### src/rtl/core/mctt_pkg.sv
// ----------------------------------------------------------------------------
// mctt_pkg
// shared types and constants of the multi-channel timeout timer
// ----------------------------------------------------------------------------
package mctt_pkg;

    localparam int NUM_CHANNELS_DEF = 8;

    // word field widths
    localparam int MODE_W     = 2;
    localparam int CHAN_W     = 3;
    localparam int TICK_W     = 32;
    localparam int S_TDATA_W  = 40;
    localparam int M_TDATA_W  = 40;

    typedef enum logic [MODE_W-1:0] {
        MODE_TICK  = 2'd0,
        MODE_START = 2'd1,
        MODE_SCAN  = 2'd2
    } mode_t;

    typedef enum logic [1:0] {
        ST_IDLE,
        ST_EVAL,
        ST_FLUSH
    } state_t;

    // controller to datapath
    typedef struct packed {
        logic tick_inc;
        logic start_wr;
        logic scan_begin;
        logic advance;
        logic flush;
    } cmd_t;

    // datapath to controller
    typedef struct packed {
        logic expire;
        logic can_advance;
        logic idx_last;
        logic out_free;
        logic pend_valid;
    } st_t;

endpackage

### src/rtl/core/mctt_ram.sv
// ----------------------------------------------------------------------------
// mctt_ram
// generic simple dual-port ram, one write port, one registered read port
// ----------------------------------------------------------------------------
module mctt_ram #(
    parameter int WIDTH = 32,
    parameter int DEPTH = 8,
    localparam int AW   = (DEPTH > 1) ? $clog2(DEPTH) : 1
) (
    input  logic             clk,
    input  logic             we,
    input  logic [AW-1:0]    waddr,
    input  logic [WIDTH-1:0] wdata,
    input  logic             re,
    input  logic [AW-1:0]    raddr,
    output logic [WIDTH-1:0] rdata
);

    logic [WIDTH-1:0] mem_reg [DEPTH];
    logic [WIDTH-1:0] rdata_reg;

    always_ff @(posedge clk)
    begin
        if (we)
        begin
            mem_reg[waddr] <= wdata;
        end
        if (re)
        begin
            rdata_reg <= mem_reg[raddr];
        end
    end

    assign rdata = rdata_reg;

endmodule

### src/rtl/core/mctt_ctrl.sv
// ----------------------------------------------------------------------------
// mctt_ctrl
// sequencer for tick, start and scan words
// ----------------------------------------------------------------------------
module mctt_ctrl (
    input  logic            clk,
    input  logic            rst_n,
    input  logic            s_tvalid,
    input  mctt_pkg::mode_t mode,
    output logic            s_tready,
    input  mctt_pkg::st_t   st,
    output mctt_pkg::cmd_t  cmd
);

    import mctt_pkg::*;

    state_t state_reg;
    state_t state_next;

    always_ff @(posedge clk or negedge rst_n)
    begin
        if (!rst_n)
        begin
            state_reg <= ST_IDLE;
        end
        else
        begin
            state_reg <= state_next;
        end
    end

    always_comb
    begin
        state_next = state_reg;
        cmd        = '0;
        s_tready   = 1'b0;
        unique case (state_reg)
            ST_IDLE:
            begin
                s_tready = 1'b1;
                if (s_tvalid)
                begin
                    unique case (mode)
                        MODE_TICK:  cmd.tick_inc = 1'b1;
                        MODE_START: cmd.start_wr = 1'b1;
                        MODE_SCAN:
                        begin
                            cmd.scan_begin = 1'b1;
                            state_next     = ST_EVAL;
                        end
                        default: ;
                    endcase
                end
            end
            ST_EVAL:
            begin
                // hold an expiry while an older report waits for the output
                if (st.can_advance)
                begin
                    cmd.advance = 1'b1;
                    if (st.idx_last)
                    begin
                        state_next = ST_FLUSH;
                    end
                end
            end
            ST_FLUSH:
            begin
                if (st.out_free)
                begin
                    cmd.flush  = 1'b1;
                    state_next = ST_IDLE;
                end
            end
            default: state_next = ST_IDLE;
        endcase
    end

endmodule

### src/rtl/core/mctt_dp.sv
// ----------------------------------------------------------------------------
// mctt_dp
// tick counter, channel tables, expiry compare and output register
// ----------------------------------------------------------------------------
module mctt_dp #(
    parameter int NUM_CHANNELS = mctt_pkg::NUM_CHANNELS_DEF
) (
    input  logic                          clk,
    input  logic                          rst_n,
    input  logic [mctt_pkg::CHAN_W-1:0]   channel,
    input  logic [mctt_pkg::TICK_W-1:0]   period,
    input  logic                          repeat_req,
    input  mctt_pkg::cmd_t                cmd,
    output mctt_pkg::st_t                 st,
    output logic                          m_tvalid,
    input  logic                          m_tready,
    output logic                          fired,
    output logic [mctt_pkg::CHAN_W-1:0]   expired_channel,
    output logic [mctt_pkg::TICK_W-1:0]   tick_now,
    output logic                          last
);

    import mctt_pkg::*;

    localparam int CH_W = (NUM_CHANNELS > 1) ? $clog2(NUM_CHANNELS) : 1;

    logic [TICK_W-1:0]       tick_reg;
    logic [NUM_CHANNELS-1:0] en_reg;
    logic [NUM_CHANNELS-1:0] en_next;
    logic [NUM_CHANNELS-1:0] periodic_reg;
    logic [NUM_CHANNELS-1:0] periodic_next;
    logic [CH_W-1:0]         idx_reg;
    logic                    pend_valid_reg;
    logic [CH_W-1:0]         pend_ch_reg;
    logic                    out_valid_reg;
    logic                    fired_reg;
    logic [CHAN_W-1:0]       out_ch_reg;
    logic [TICK_W-1:0]       out_tick_reg;
    logic                    last_reg;

    logic [CH_W-1:0]   start_idx;
    logic              start_ok;
    logic              idx_last;
    logic              out_free;
    logic              expire;
    logic              commit;
    logic              push_pend;
    logic [TICK_W-1:0] ref_rd;
    logic [TICK_W-1:0] per_rd;
    logic [TICK_W-1:0] due;
    logic              ram_re;
    logic [CH_W-1:0]   ram_raddr;
    logic [CH_W-1:0]   ram_waddr;
    logic              ref_we;
    logic              per_we;

    assign start_idx = CH_W'(channel);
    assign start_ok  = cmd.start_wr && (32'(channel) < 32'(NUM_CHANNELS));
    assign idx_last  = (idx_reg == CH_W'(NUM_CHANNELS - 1));
    assign out_free  = !out_valid_reg || m_tready;

    // expiry: wrapped sum, unsigned compare
    assign due    = ref_rd + per_rd;
    assign expire = en_reg[idx_reg] && (tick_reg >= due);
    assign commit = cmd.advance && expire;
    assign push_pend = commit && pend_valid_reg;

    // read ahead: next channel is fetched as the current one advances
    assign ram_re    = cmd.scan_begin || (cmd.advance && !idx_last);
    assign ram_raddr = cmd.scan_begin ? '0 : idx_reg + 1'b1;
    assign ram_waddr = cmd.start_wr ? start_idx : idx_reg;
    assign per_we    = start_ok;
    assign ref_we    = start_ok || (commit && periodic_reg[idx_reg]);

    mctt_ram #(
        .WIDTH (TICK_W),
        .DEPTH (NUM_CHANNELS)
    ) u_ref_ram (
        .clk   (clk),
        .we    (ref_we),
        .waddr (ram_waddr),
        .wdata (tick_reg),
        .re    (ram_re),
        .raddr (ram_raddr),
        .rdata (ref_rd)
    );

    mctt_ram #(
        .WIDTH (TICK_W),
        .DEPTH (NUM_CHANNELS)
    ) u_per_ram (
        .clk   (clk),
        .we    (per_we),
        .waddr (ram_waddr),
        .wdata (period),
        .re    (ram_re),
        .raddr (ram_raddr),
        .rdata (per_rd)
    );

    always_comb
    begin
        en_next       = en_reg;
        periodic_next = periodic_reg;
        if (start_ok)
        begin
            en_next[start_idx]       = 1'b1;
            periodic_next[start_idx] = repeat_req;
        end
        if (commit && !periodic_reg[idx_reg])
        begin
            en_next[idx_reg] = 1'b0;
        end
    end

    always_ff @(posedge clk or negedge rst_n)
    begin
        if (!rst_n)
        begin
            tick_reg       <= '0;
            en_reg         <= '0;
            periodic_reg   <= '0;
            idx_reg        <= '0;
            pend_valid_reg <= 1'b0;
            out_valid_reg  <= 1'b0;
        end
        else
        begin
            en_reg       <= en_next;
            periodic_reg <= periodic_next;
            if (cmd.tick_inc)
            begin
                tick_reg <= tick_reg + 1'b1;
            end
            if (cmd.scan_begin)
            begin
                idx_reg        <= '0;
                pend_valid_reg <= 1'b0;
            end
            else if (cmd.advance)
            begin
                idx_reg <= idx_reg + 1'b1;
                if (expire)
                begin
                    pend_valid_reg <= 1'b1;
                end
            end
            if (push_pend || cmd.flush)
            begin
                out_valid_reg <= 1'b1;
            end
            else if (m_tready)
            begin
                out_valid_reg <= 1'b0;
            end
        end
    end

    always_ff @(posedge clk)
    begin
        if (commit)
        begin
            pend_ch_reg <= idx_reg;
        end
        if (push_pend)
        begin
            fired_reg    <= 1'b1;
            out_ch_reg   <= CHAN_W'(pend_ch_reg);
            out_tick_reg <= tick_reg;
            last_reg     <= 1'b0;
        end
        else if (cmd.flush)
        begin
            fired_reg    <= pend_valid_reg;
            out_ch_reg   <= pend_valid_reg ? CHAN_W'(pend_ch_reg) : '0;
            out_tick_reg <= tick_reg;
            last_reg     <= 1'b1;
        end
    end

    assign st.expire      = expire;
    assign st.can_advance = !(expire && pend_valid_reg && !out_free);
    assign st.idx_last    = idx_last;
    assign st.out_free    = out_free;
    assign st.pend_valid  = pend_valid_reg;

    assign m_tvalid        = out_valid_reg;
    assign fired           = fired_reg;
    assign expired_channel = out_ch_reg;
    assign tick_now        = out_tick_reg;
    assign last            = last_reg;

endmodule

### src/rtl/core/multi_channel_timeout_timer_core.sv
// ----------------------------------------------------------------------------
// multi_channel_timeout_timer_core
// timer channel table with free-running tick counter and expiry scan
// ----------------------------------------------------------------------------
//
//  channel  | direction | tdata (lsb up)                      | tuser   | tlast
//  ---------+-----------+-------------------------------------+---------+------
//  s_*      | in        | channel[2:0] period[34:3] rpt[35]   | mode    | -
//  m_*      | out       | expired_channel[2:0] tick_now[34:3] | fired   | last
//
//  tick and start words are applied as they are accepted; the sequencer stays idle
//  a scan opens by fetching channel zero, then checks one channel a cycle when not held
//  through the registered read of the period and reference rams, and ends
//  by sending the final word
//  a full output register holds the scan on the next expired channel
//  asynchronous active-low reset clears the counter and all channel enables
//
// ----------------------------------------------------------------------------
module multi_channel_timeout_timer_core #(
    parameter int NUM_CHANNELS = mctt_pkg::NUM_CHANNELS_DEF
) (
    input  logic                           clk,
    input  logic                           rst_n,
    // input words
    input  logic                           s_tvalid,
    output logic                           s_tready,
    input  logic [mctt_pkg::S_TDATA_W-1:0] s_tdata,  // channel, period, repeat_req, zero pad
    input  logic [mctt_pkg::MODE_W-1:0]    s_tuser,  // mode
    // result words
    output logic                           m_tvalid,
    input  logic                           m_tready,
    output logic [mctt_pkg::M_TDATA_W-1:0] m_tdata,  // expired_channel, tick_now, zero pad
    output logic [0:0]                     m_tuser,  // fired
    output logic                           m_tlast
);

    import mctt_pkg::*;

    cmd_t  cmd;
    st_t   st;
    mode_t mode;

    logic [CHAN_W-1:0] expired_channel;
    logic [TICK_W-1:0] tick_now;
    logic              fired;

    // unused code three falls through the decoder as a dropped word
    assign mode = mode_t'(s_tuser);

    mctt_ctrl u_ctrl (
        .clk      (clk),
        .rst_n    (rst_n),
        .s_tvalid (s_tvalid),
        .mode     (mode),
        .s_tready (s_tready),
        .st       (st),
        .cmd      (cmd)
    );

    mctt_dp #(
        .NUM_CHANNELS (NUM_CHANNELS)
    ) u_dp (
        .clk             (clk),
        .rst_n           (rst_n),
        .channel         (s_tdata[CHAN_W-1:0]),
        .period          (s_tdata[CHAN_W +: TICK_W]),
        .repeat_req      (s_tdata[CHAN_W + TICK_W]),
        .cmd             (cmd),
        .st              (st),
        .m_tvalid        (m_tvalid),
        .m_tready        (m_tready),
        .fired           (fired),
        .expired_channel (expired_channel),
        .tick_now        (tick_now),
        .last            (m_tlast)
    );

    // pack result word, pad bits tied low
    assign m_tdata    = M_TDATA_W'({tick_now, expired_channel});
    assign m_tuser[0] = fired;

`ifndef NO_ASSERTIONS
    // a word reporting no expiry always closes its scan
    a_nofire_last: assert property (@(posedge clk) disable iff (!rst_n)
        m_tvalid && !m_tuser[0] |-> m_tlast)
        else $error("non-firing result without last");

    // flushing a scan leaves a final word in the output register
    a_flush_last: assert property (@(posedge clk) disable iff (!rst_n)
        cmd.flush |=> m_tvalid && m_tlast)
        else $error("scan flush did not present a last word");

    // a second expiry pushes the held one out as a non-final report
    a_push_mid: assert property (@(posedge clk) disable iff (!rst_n)
        cmd.advance && st.expire && st.pend_valid |=> m_tvalid && m_tuser[0] && !m_tlast)
        else $error("held expiry not pushed as a mid-scan report");

    // no input word is taken while a scan is in progress
    a_scan_busy: assert property (@(posedge clk) disable iff (!rst_n)
        cmd.scan_begin |=> !s_tready)
        else $error("input accepted during scan");
`endif

endmodule
### config.mk
export PLATFORM = sky130hd
export DESIGN_NAME = multi_channel_timeout_timer_core
export DESIGN_NICKNAME = d
export VERILOG_FILES = /design/src/rtl/core/mctt_pkg.sv /design/src/rtl/core/mctt_ram.sv /design/src/rtl/core/mctt_ctrl.sv /design/src/rtl/core/mctt_dp.sv /design/src/rtl/core/multi_channel_timeout_timer_core.sv
export SDC_FILE = /design/constraint.sdc
export NUM_CORES = 1
export LEC_CHECK = 0
export CAP_MARGIN = 40
export CORE_MARGIN = 4
export CORE_UTILIZATION = 30
export CTS_CLUSTER_SIZE = 14
export DETAILED_ROUTE_END_ITERATION = 10
export DONT_BUFFER_PORTS = 1
export MAX_ROUTING_LAYER = met4
export PLACE_DENSITY_LB_ADDON = 0.2
export SLEW_MARGIN = 5
export SYNTH_ARGS = -nofsm -noshare
export SYNTH_HDL_FRONTEND = slang
export SYNTH_HIERARCHICAL = 1
export SYNTH_SLANG_ARGS = --single-unit
### constraint.sdc
create_clock -name clk -period 8.96 [get_ports clk]
set_clock_uncertainty 0.15 [all_clocks]
set_input_delay 1.792 -clock clk [delete_from_list [all_inputs] [get_ports clk]]
set_output_delay 1.792 -clock clk [all_outputs]
set_load 0.02 [all_outputs]
### Word-level counts from Yosys, hierarchy flattened

Memory sizes are Yosys's and may differ from the RTL's. A register that Yosys moved wholly into a read port is not among the register bits.
Cells that the tools add are included.

* memory bits (writable): 512
* memories: 2
* input bits: 46
* flip-flop bits (word level): 95
* output and inout bits: 44

* equal/unequal tests: 10
* reduce and logical (&&, ||, !) cells: 26
* mux-type cells: 45
* $add $sub $neg: 3
* bitwise logic cells: 3
* $lt $le $gt $ge: 5

Memory list
* u_dp.u_per_ram.mem_reg: words 8, bits a word 32, rd ports 1, clocked after Yosys merged registers in 1, write ports 1, RTL line mctt_ram.sv:19 `logic [WIDTH-1:0] mem_reg [DEPTH];`
* u_dp.u_ref_ram.mem_reg: words 8, bits a word 32, rd ports 1, clocked after Yosys merged registers in 1, write ports 1, RTL line mctt_ram.sv:19

Operator list (number)
* $mux 32: 2
* $add 32x1->32 const B: 1
* $add 32x32->32: 1
* $ge 32x32->1: 1
* $mux 3: 9
* $mux 1: 21
* $mux 8: 2
* $logic_and 1x1->1: 10
* $mux 2: 5
* $and 8x8->8: 1
* $bwmux 8: 1
* $lt 3x4->1 const B: 2
* $not 8->8: 1
* $or 8x8->8: 1
* $reduce_bool 2->1: 4
* $bmux 1 s3: 2
* $demux 1 s3: 2
* $ge 3x1->1 const B: 2
* $ne 2x2->1 const B: 3
* $pmux 2 s3: 1
* $reduce_and 5->1: 1
* $eq 2x1->1 const B: 2
* $eq 2x2->1 const B: 2
* $logic_not 1->1: 4
* 6 further kinds: 11

### Depth between registers and ports, before layout

Gate-level depths: netlist (run 1).

* depth after elaboration: 12
* gate-level depth with buffers: 28

### Modules after synthesis

Netlist (run 1), hierarchy kept.

Modules (own cells, without submodules)
* mctt_ram: cells an instance 415, area an instance 10786.6 um^2, times used 2
* mctt_dp: cells an instance 546, area an instance 5931.9 um^2, times used 1
* mctt_ctrl: cells an instance 15, area an instance 161.4 um^2, times used 1
* multi_channel_timeout_timer_core: cells an instance 6, area an instance 41.3 um^2, times used 1

### Worst setup path after synthesis (run 1)

Ideal clock, no wire load.

* path type: reg2reg
* start: register u_dp.u_ref_ram.rdata_reg[14] (netlist: u_dp/u_ref_ram/rdata[14]) (read register of u_dp.u_ref_ram.mem_reg)
* end: memory u_dp.u_ref_ram.mem_reg[0][0] (enable)
* arrival: 7.372 ns
* path slack: 0.977 ns
* period minus slack after synthesis: 7.983 ns
* data required time: 8.349 ns
* path buffers: 2
* cell stages (with the launch flop): 27
* cell sequence: edfxtp_1 ha_1 a2111oi_2 o21a_1 o32a_2 o21ai_4 a41oi_2 or2b_1 a21oi_1 xnor2_1 ha_1 a21o_1 a21o_1 a21oi_1 o21ai_1 a221oi_1 o21ai_1 a221o_1 and2_1 nand3_1 nor3b_2 clkbuf_1 and3_1 clkbuf_1 a21o_1 nand2b_1 nor3_1

RTL lines
* from (decl): RTL line mctt_ram.sv:20 `logic [WIDTH-1:0] rdata_reg;`
* to (decl): RTL line mctt_ram.sv:19

==> results of run 1 <==
worst reg2reg max path: stages (launching register included):
cell      delay (ps)
edfxtp_1         370
ha_1             240
inv_1             80
fa_1             220
nor2b_1           70
o31a_1           280
o21ai_1          370
a21oi_1          190
nor3_1           390
o31ai_1          230
a221o_1          390
a21oi_1          180
xor2_1           240
ha_1             310
and4_1           210
nand4_1           80
nor4_1            50
a221o_1          500
and2_1           240
nand3_1          130
nor3b_2          190
buf_4            220
and3_1           400
a21o_1           200
nand2_1          220
nor2_4           700
buf_12           300
final cells by class:
cell class	count	area [um^2]	share of cell area (%)
repair buffers	28	340	1.07
inverters	12	45.0	0.142
clock buffers	96	2010	6.32
clock inverters	42	407	1.28
well taps	1186	1480	4.67
multi-input cells	666	7620	24.0
flip-flops and latches	671	19900	62.5
cells in the final DEF, fill, tap and decap left out, types with 38 or more instances in the layout:
master and count:
a21oi_1 40, clkbuf_16 77, dfrtp_1 55, edfxtp_1 614
ha_1 66, mux2_2 79, mux4_1 80, mux4_2 50
nand2_1 41, xnor2_1 38
path summary, 6_finish.rpt:
kind                                               from                            end  slack [ps]  cells after the start
min in group asynchronous                         rst_n                 u_dp/en_reg[0]         740                      0
worst max-delay path            u_dp/u_ref_ram/rdata[0]  u_dp/u_ref_ram/mem_reg[5][27]        1490                     26
max in group asynchronous                         rst_n              u_dp/tick_reg[31]        7760                      0
worst min register to register           u_dp/en_reg[1]                 u_dp/en_reg[1]         330                      1
worst min-delay path                     u_dp/en_reg[1]                 u_dp/en_reg[1]         330                      1
worst max register to register  u_dp/u_ref_ram/rdata[0]  u_dp/u_ref_ram/mem_reg[5][27]        1490                     26
metrics by stage:
step                      hold slack [ps]  instance area, um^2  worst slack (ps)  cells  total power, mW
after CTS                             338                31800              1420   2701             11.0
after global placement                318                29300              1510   2559             7.86
after floorplan                       299                27700               993   1399             6.85
after detailed placement              325                29300              1470   2563             7.93
after global routing                  355                31800              1090   2701             11.4
final                                 334                31800              1490   2701             10.8
report_power, final:
| group | internal [mW] | total [mW] | switching (mW) | leakage (nW) |
|---|---|---|---|---|
| Combinational | 1.73 | 3.79 | 2.06 | 3.13 |
| Sequential | 3.84 | 4.03 | 0.185 | 6.10 |
| Clock | 1.77 | 2.99 | 1.22 | 1.18 |
per-layer routing:
layer | routed length [um] | GRT usage, %
met5 | 0 | -
met4 | 1180 | 3.70
met3 | 2430 | 2.58
met2 | 30000 | 21.0
met1 | 27200 | 16.3
==> out/qor.yml, run 1 <==
ctsResizeCount: 0
cp_num_buf_inv: 3
final-setup-viol-count: 0
worst_pin_slew_ps: 846
slew_headroom_pct: 43.6
vias_per_cell: 4.79
min_path_type: "register to register"
dieArea_mm2: 0.0972
dp_hpwl_mm: 35.8
cap_viol_max_count: 0
fin_tns_setup_ps: 0
gp_congestion: 0.793
synthesis.area_mm2: 0.0277
die_h_um: 312
port_buffers: 0
track_usage_pct: 12.8
slew_violations: 0
endpoint_kind: "register"
p_per_area_mw_per_mm2: 340
fin_crit_ps: 7470
num_vias: 13000
crit_required_ps: 9090
ant_nets: 0
n_fill_cell: 8604
max_stage_delay_ps: 700
antenna_found_initial: 1
path_delay_family: "simple AND/OR/NAND/NOR gates"
critPathLaunchType: "register"
design.core.area_mm2: 0.0917
drt-total-wl_mm: 60.8
grt_pass1_vias: 13800
avgSynthCellArea_um2: 19.9
start_util_pct: 30.2
cp_slowest_cell: "nor2_4"
synth_cells: 1395
area_growth_pct: 14.7
insertion_delay_ps: 610
hold_viol: 0
max_freq_ghz: 0.134
grt_pass1_wl_mm: 90.9
grt_max_degree: 129
drtIter0Drc: 750
period_share_pct: 83.4
root_buffer: "clkbuf_16"
worstPathMaxFanout: 19
grt.overflow.total: 0
cts_tree: "yes"
clock-sinks: 671
rsz0062_at_grt: "false"
first_pass_iters: 4
yosys_warnings: 6
status: "completed"
clockBufferDepth: 3
die_w_um: 312
drive_above_1_share_pct: 19.9
arrival_ps: 7610
cts_inserted_buffers: 75
post_cts_buffers: 0
crit_type: "register to register"
p_leak_nw: 10.4
fp-row-count: 111
cts_max_level: 3
ir_drop_v: 0.000311
hold_buffers: 0
wire_per_inst_um: 22.5
layout.nets: 1567
utilization_pct: 34.6
pin_count: 90
diodes: 0
route.detailed.drc: 0
clk_pin_slew_ps: 60
No activity file was read; power rests on OpenSTA's default activity.
==> run 2: changes to the inputs <==
- ABC_AREA: default -> 1
- clock period: 8.96 -> 6.5 ns (I/O delays scaled with it)
==> out/qor.yml, run 2 <==
period_share_pct: 84.6  # +1.2 points
reg2reg_slack_ps: 1000  # -490 ps
fin_crit_ps: 5500  # -1970 ps
fin_ws_ps: 1000  # -486 ps
cp_num_buf_inv: 2  # -1
vias_per_cell: 4.32  # -10%
crit_type: "register to register"
met2_usage_pct: 23.3  # +2.3 points
die_h_um: 331  # +6.2%
p_leak_nw: 15.8  # +52%
cpMostUsedCell: "nand2_1"
area_growth_pct: 13.8
synth_cells: 3200  # +130%
yosys_warnings: 6  # unchanged
p_switching_mw: 7.25  # +110%
grt_max_degree: 130  # +0.78%
grt.overflow.total: 0  # unchanged
share_comb_of_total_power_pct: 43.0  # +8.0 points
grt_use_met1_pct: 19.0  # +2.7 points
power.total_mw: 17.5  # +62%
preCtsSetupSlack_ps: 875  # -598 ps
cts_max_level: 3  # unchanged
slew_violations: 0  # unchanged
avgSynthCellArea_um2: 9.79  # -51%
n_fill_cell: 10500  # +22%
design.core.area_mm2: 0.104  # +13%
wire_per_inst_um: 16.4  # -27%
cap_viol_max_count: 0  # unchanged
min_path_type: "input port to async pin"
p_seq_share_pct: 32.9  # -4.4 points
rsz0062_at_grt: "false"
mostFrequentLayoutCells: "1064 x nand2_1, 624 x inv_1, 614 x edfxtp_1"
ant_nets: 0  # unchanged
antenna_found_initial: 4  # +3
synthesis.area_mm2: 0.0313  # +13%
startpoint: "u_dp/u_per_ram/rdata[0]"
clock_power_share_pct: 24.1  # -3.6 points
num_vias: 20100  # +55%
max_stage_delay_ps: 540  # -160 ps
grt_pass1_vias: 19300  # +40%
rr_worst_depth: 21  # -19%
critPathLaunchType: "register"
endpoint: "u_dp/u_ref_ram/mem_reg[5][24]"
first_pass_iters: 5  # +1
pin_count: 90  # unchanged
hold_buffers: 0  # unchanged
max_freq_ghz: 0.182  # +36%
insertion_delay_ps: 630  # +20 ps
path_depth: 21  # -19%
dieArea_mm2: 0.110  # +13%
clk_pin_slew_ps: 60  # about the same
worstPathMaxFanout: 32  # +13
cts_inserted_buffers: 77  # +2.7%
status: "completed"
drt-total-wl_mm: 76.4  # +26%
path_delay_family: "simple AND/OR/NAND/NOR gates"
p_per_area_mw_per_mm2: 491  # +44%
regToRegStartpoint: "u_dp/u_per_ram/rdata[0]"
ir_drop_v: 0.000430  # +38%
reg2reg_to: "u_dp/u_ref_ram/mem_reg[5][24]"
final-setup-viol-count: 0  # unchanged
busiest_layer: "met2"
dp_hpwl_mm: 47.4  # +33%
fin_tns_setup_ps: 0  # unchanged
slew_headroom_pct: 46.9  # +3.3 points
cts_tree: "yes"
gp_congestion: 0.847  # +6.7%
cp_slowest_cell: "a21oi_2"
grt_pass1_wl_mm: 117  # +29%
clock-sinks: 671  # unchanged
start_util_pct: 30.2  # about the same
clockBufferDepth: 3  # unchanged
drive_above_1_share_pct: 6.10  # -14 points
p_int_mw: 10.3  # +40%
post_cts_buffers: 0  # unchanged
arrival_ps: 5630  # -1980 ps
hold_viol: 0  # unchanged
crit_chain: "ha_1, inv_1, fa_1, o21ai_2, a21boi_1, o21ai_1, nand2_1, nand2_1, nand2_1, nand3b_1, nand2_1, ha_1, nand4_1, nor3b_1, nand2_1, a21oi_2, nand2_1, o21ai_0, nand2_1, nor2_4, buf_12"
port_buffers: 0  # unchanged
swShare_pct: 41.4  # +9.3 points
root_buffer: "clkbuf_16"
endpoint_kind: "register"
drtIter0Drc: 1354  # +81%
crit_required_ps: 6640  # -2450 ps
use_met3_pct: 2.42  # -0.16 points
ctsResizeCount: 0  # unchanged
final_common_cell: "nand2_1"
route.detailed.drc: 0  # unchanged
track_usage_pct: 14.4  # +1.6 points
fp-row-count: 118  # +6.3%
die_w_um: 331  # +6.2%
worst_pin_slew_ps: 788  # -58.0 ps
layout.nets: 3332  # +110%
## run 2: final cells by class
| cell class | instances | area (um^2) | share of cell area, % |
|---|---|---|---|
| Timing Repair Buffer | 47 | 676 | 1.90 |
| Multi-Input combinational cell | 1791 | 8570 | 24.0 |
| Antenna cell | 3 | 7.51 | 0.0211 |
| Clock inverter | 25 | 244 | 0.684 |
| Inverter | 631 | 2380 | 6.67 |
| Clock buffer | 112 | 2190 | 6.15 |
| Tap cell | 1380 | 1730 | 4.84 |
| Sequential cell | 671 | 19900 | 55.7 |
## run 2: metrics by stage
step / cell area [um^2] / util [%] / std cells / hold slack (ps)
4_1_cts: 35600 / 34.4 / 4657 / 173
6_report: 35600 / 34.4 / 4660 / 224
3_5_place_dp: 33200 / 32.0 / 4520 / 333
2_1_floorplan: 31300 / - / 3204 / 298
3_3_place_gp: 33000 / 31.8 / 4511 / 330
5_1_grt: 35600 / 34.4 / 4657 / 183
## run 2: power by group through the flow
stage / combinational (mW) / sequential (mW) / clock (mW)
after floorplan: 5.20 / 5.74 / 0
after global placement: 7.47 / 5.85 / 0
after detailed placement: 7.61 / 5.86 / 0
after CTS: 7.65 / 5.77 / 4.36
after global routing: 8.55 / 5.81 / 4.54
final: 7.54 / 5.76 / 4.22
## run 2: routing by layer
| metal | up-vias | share of wire (%) |
|---|---|---|
| li1 | 10200 | - |
| met1 | 9511 | 47 |
| met2 | 280 | 47 |
| met3 | 101 | 3.8 |
| met4 | 0 | 2.0 |
| met5 | - | 0 |
## run 2: worst min path at each step
stage                                     from                    to  slack, ps  cells past startpoint
after floorplan                u_dp/idx_reg[2]   u_dp/pend_ch_reg[2]        300                      0
after global placement    u_dp/periodic_reg[1]  u_dp/periodic_reg[1]        330                      2
after detailed placement  u_dp/periodic_reg[1]  u_dp/periodic_reg[1]        330                      2
after CTS                                rst_n     u_dp/tick_reg[31]        170                      0
after global routing                     rst_n  u_dp/periodic_reg[6]        180                      0
final                                    rst_n        u_dp/en_reg[1]        220                      0
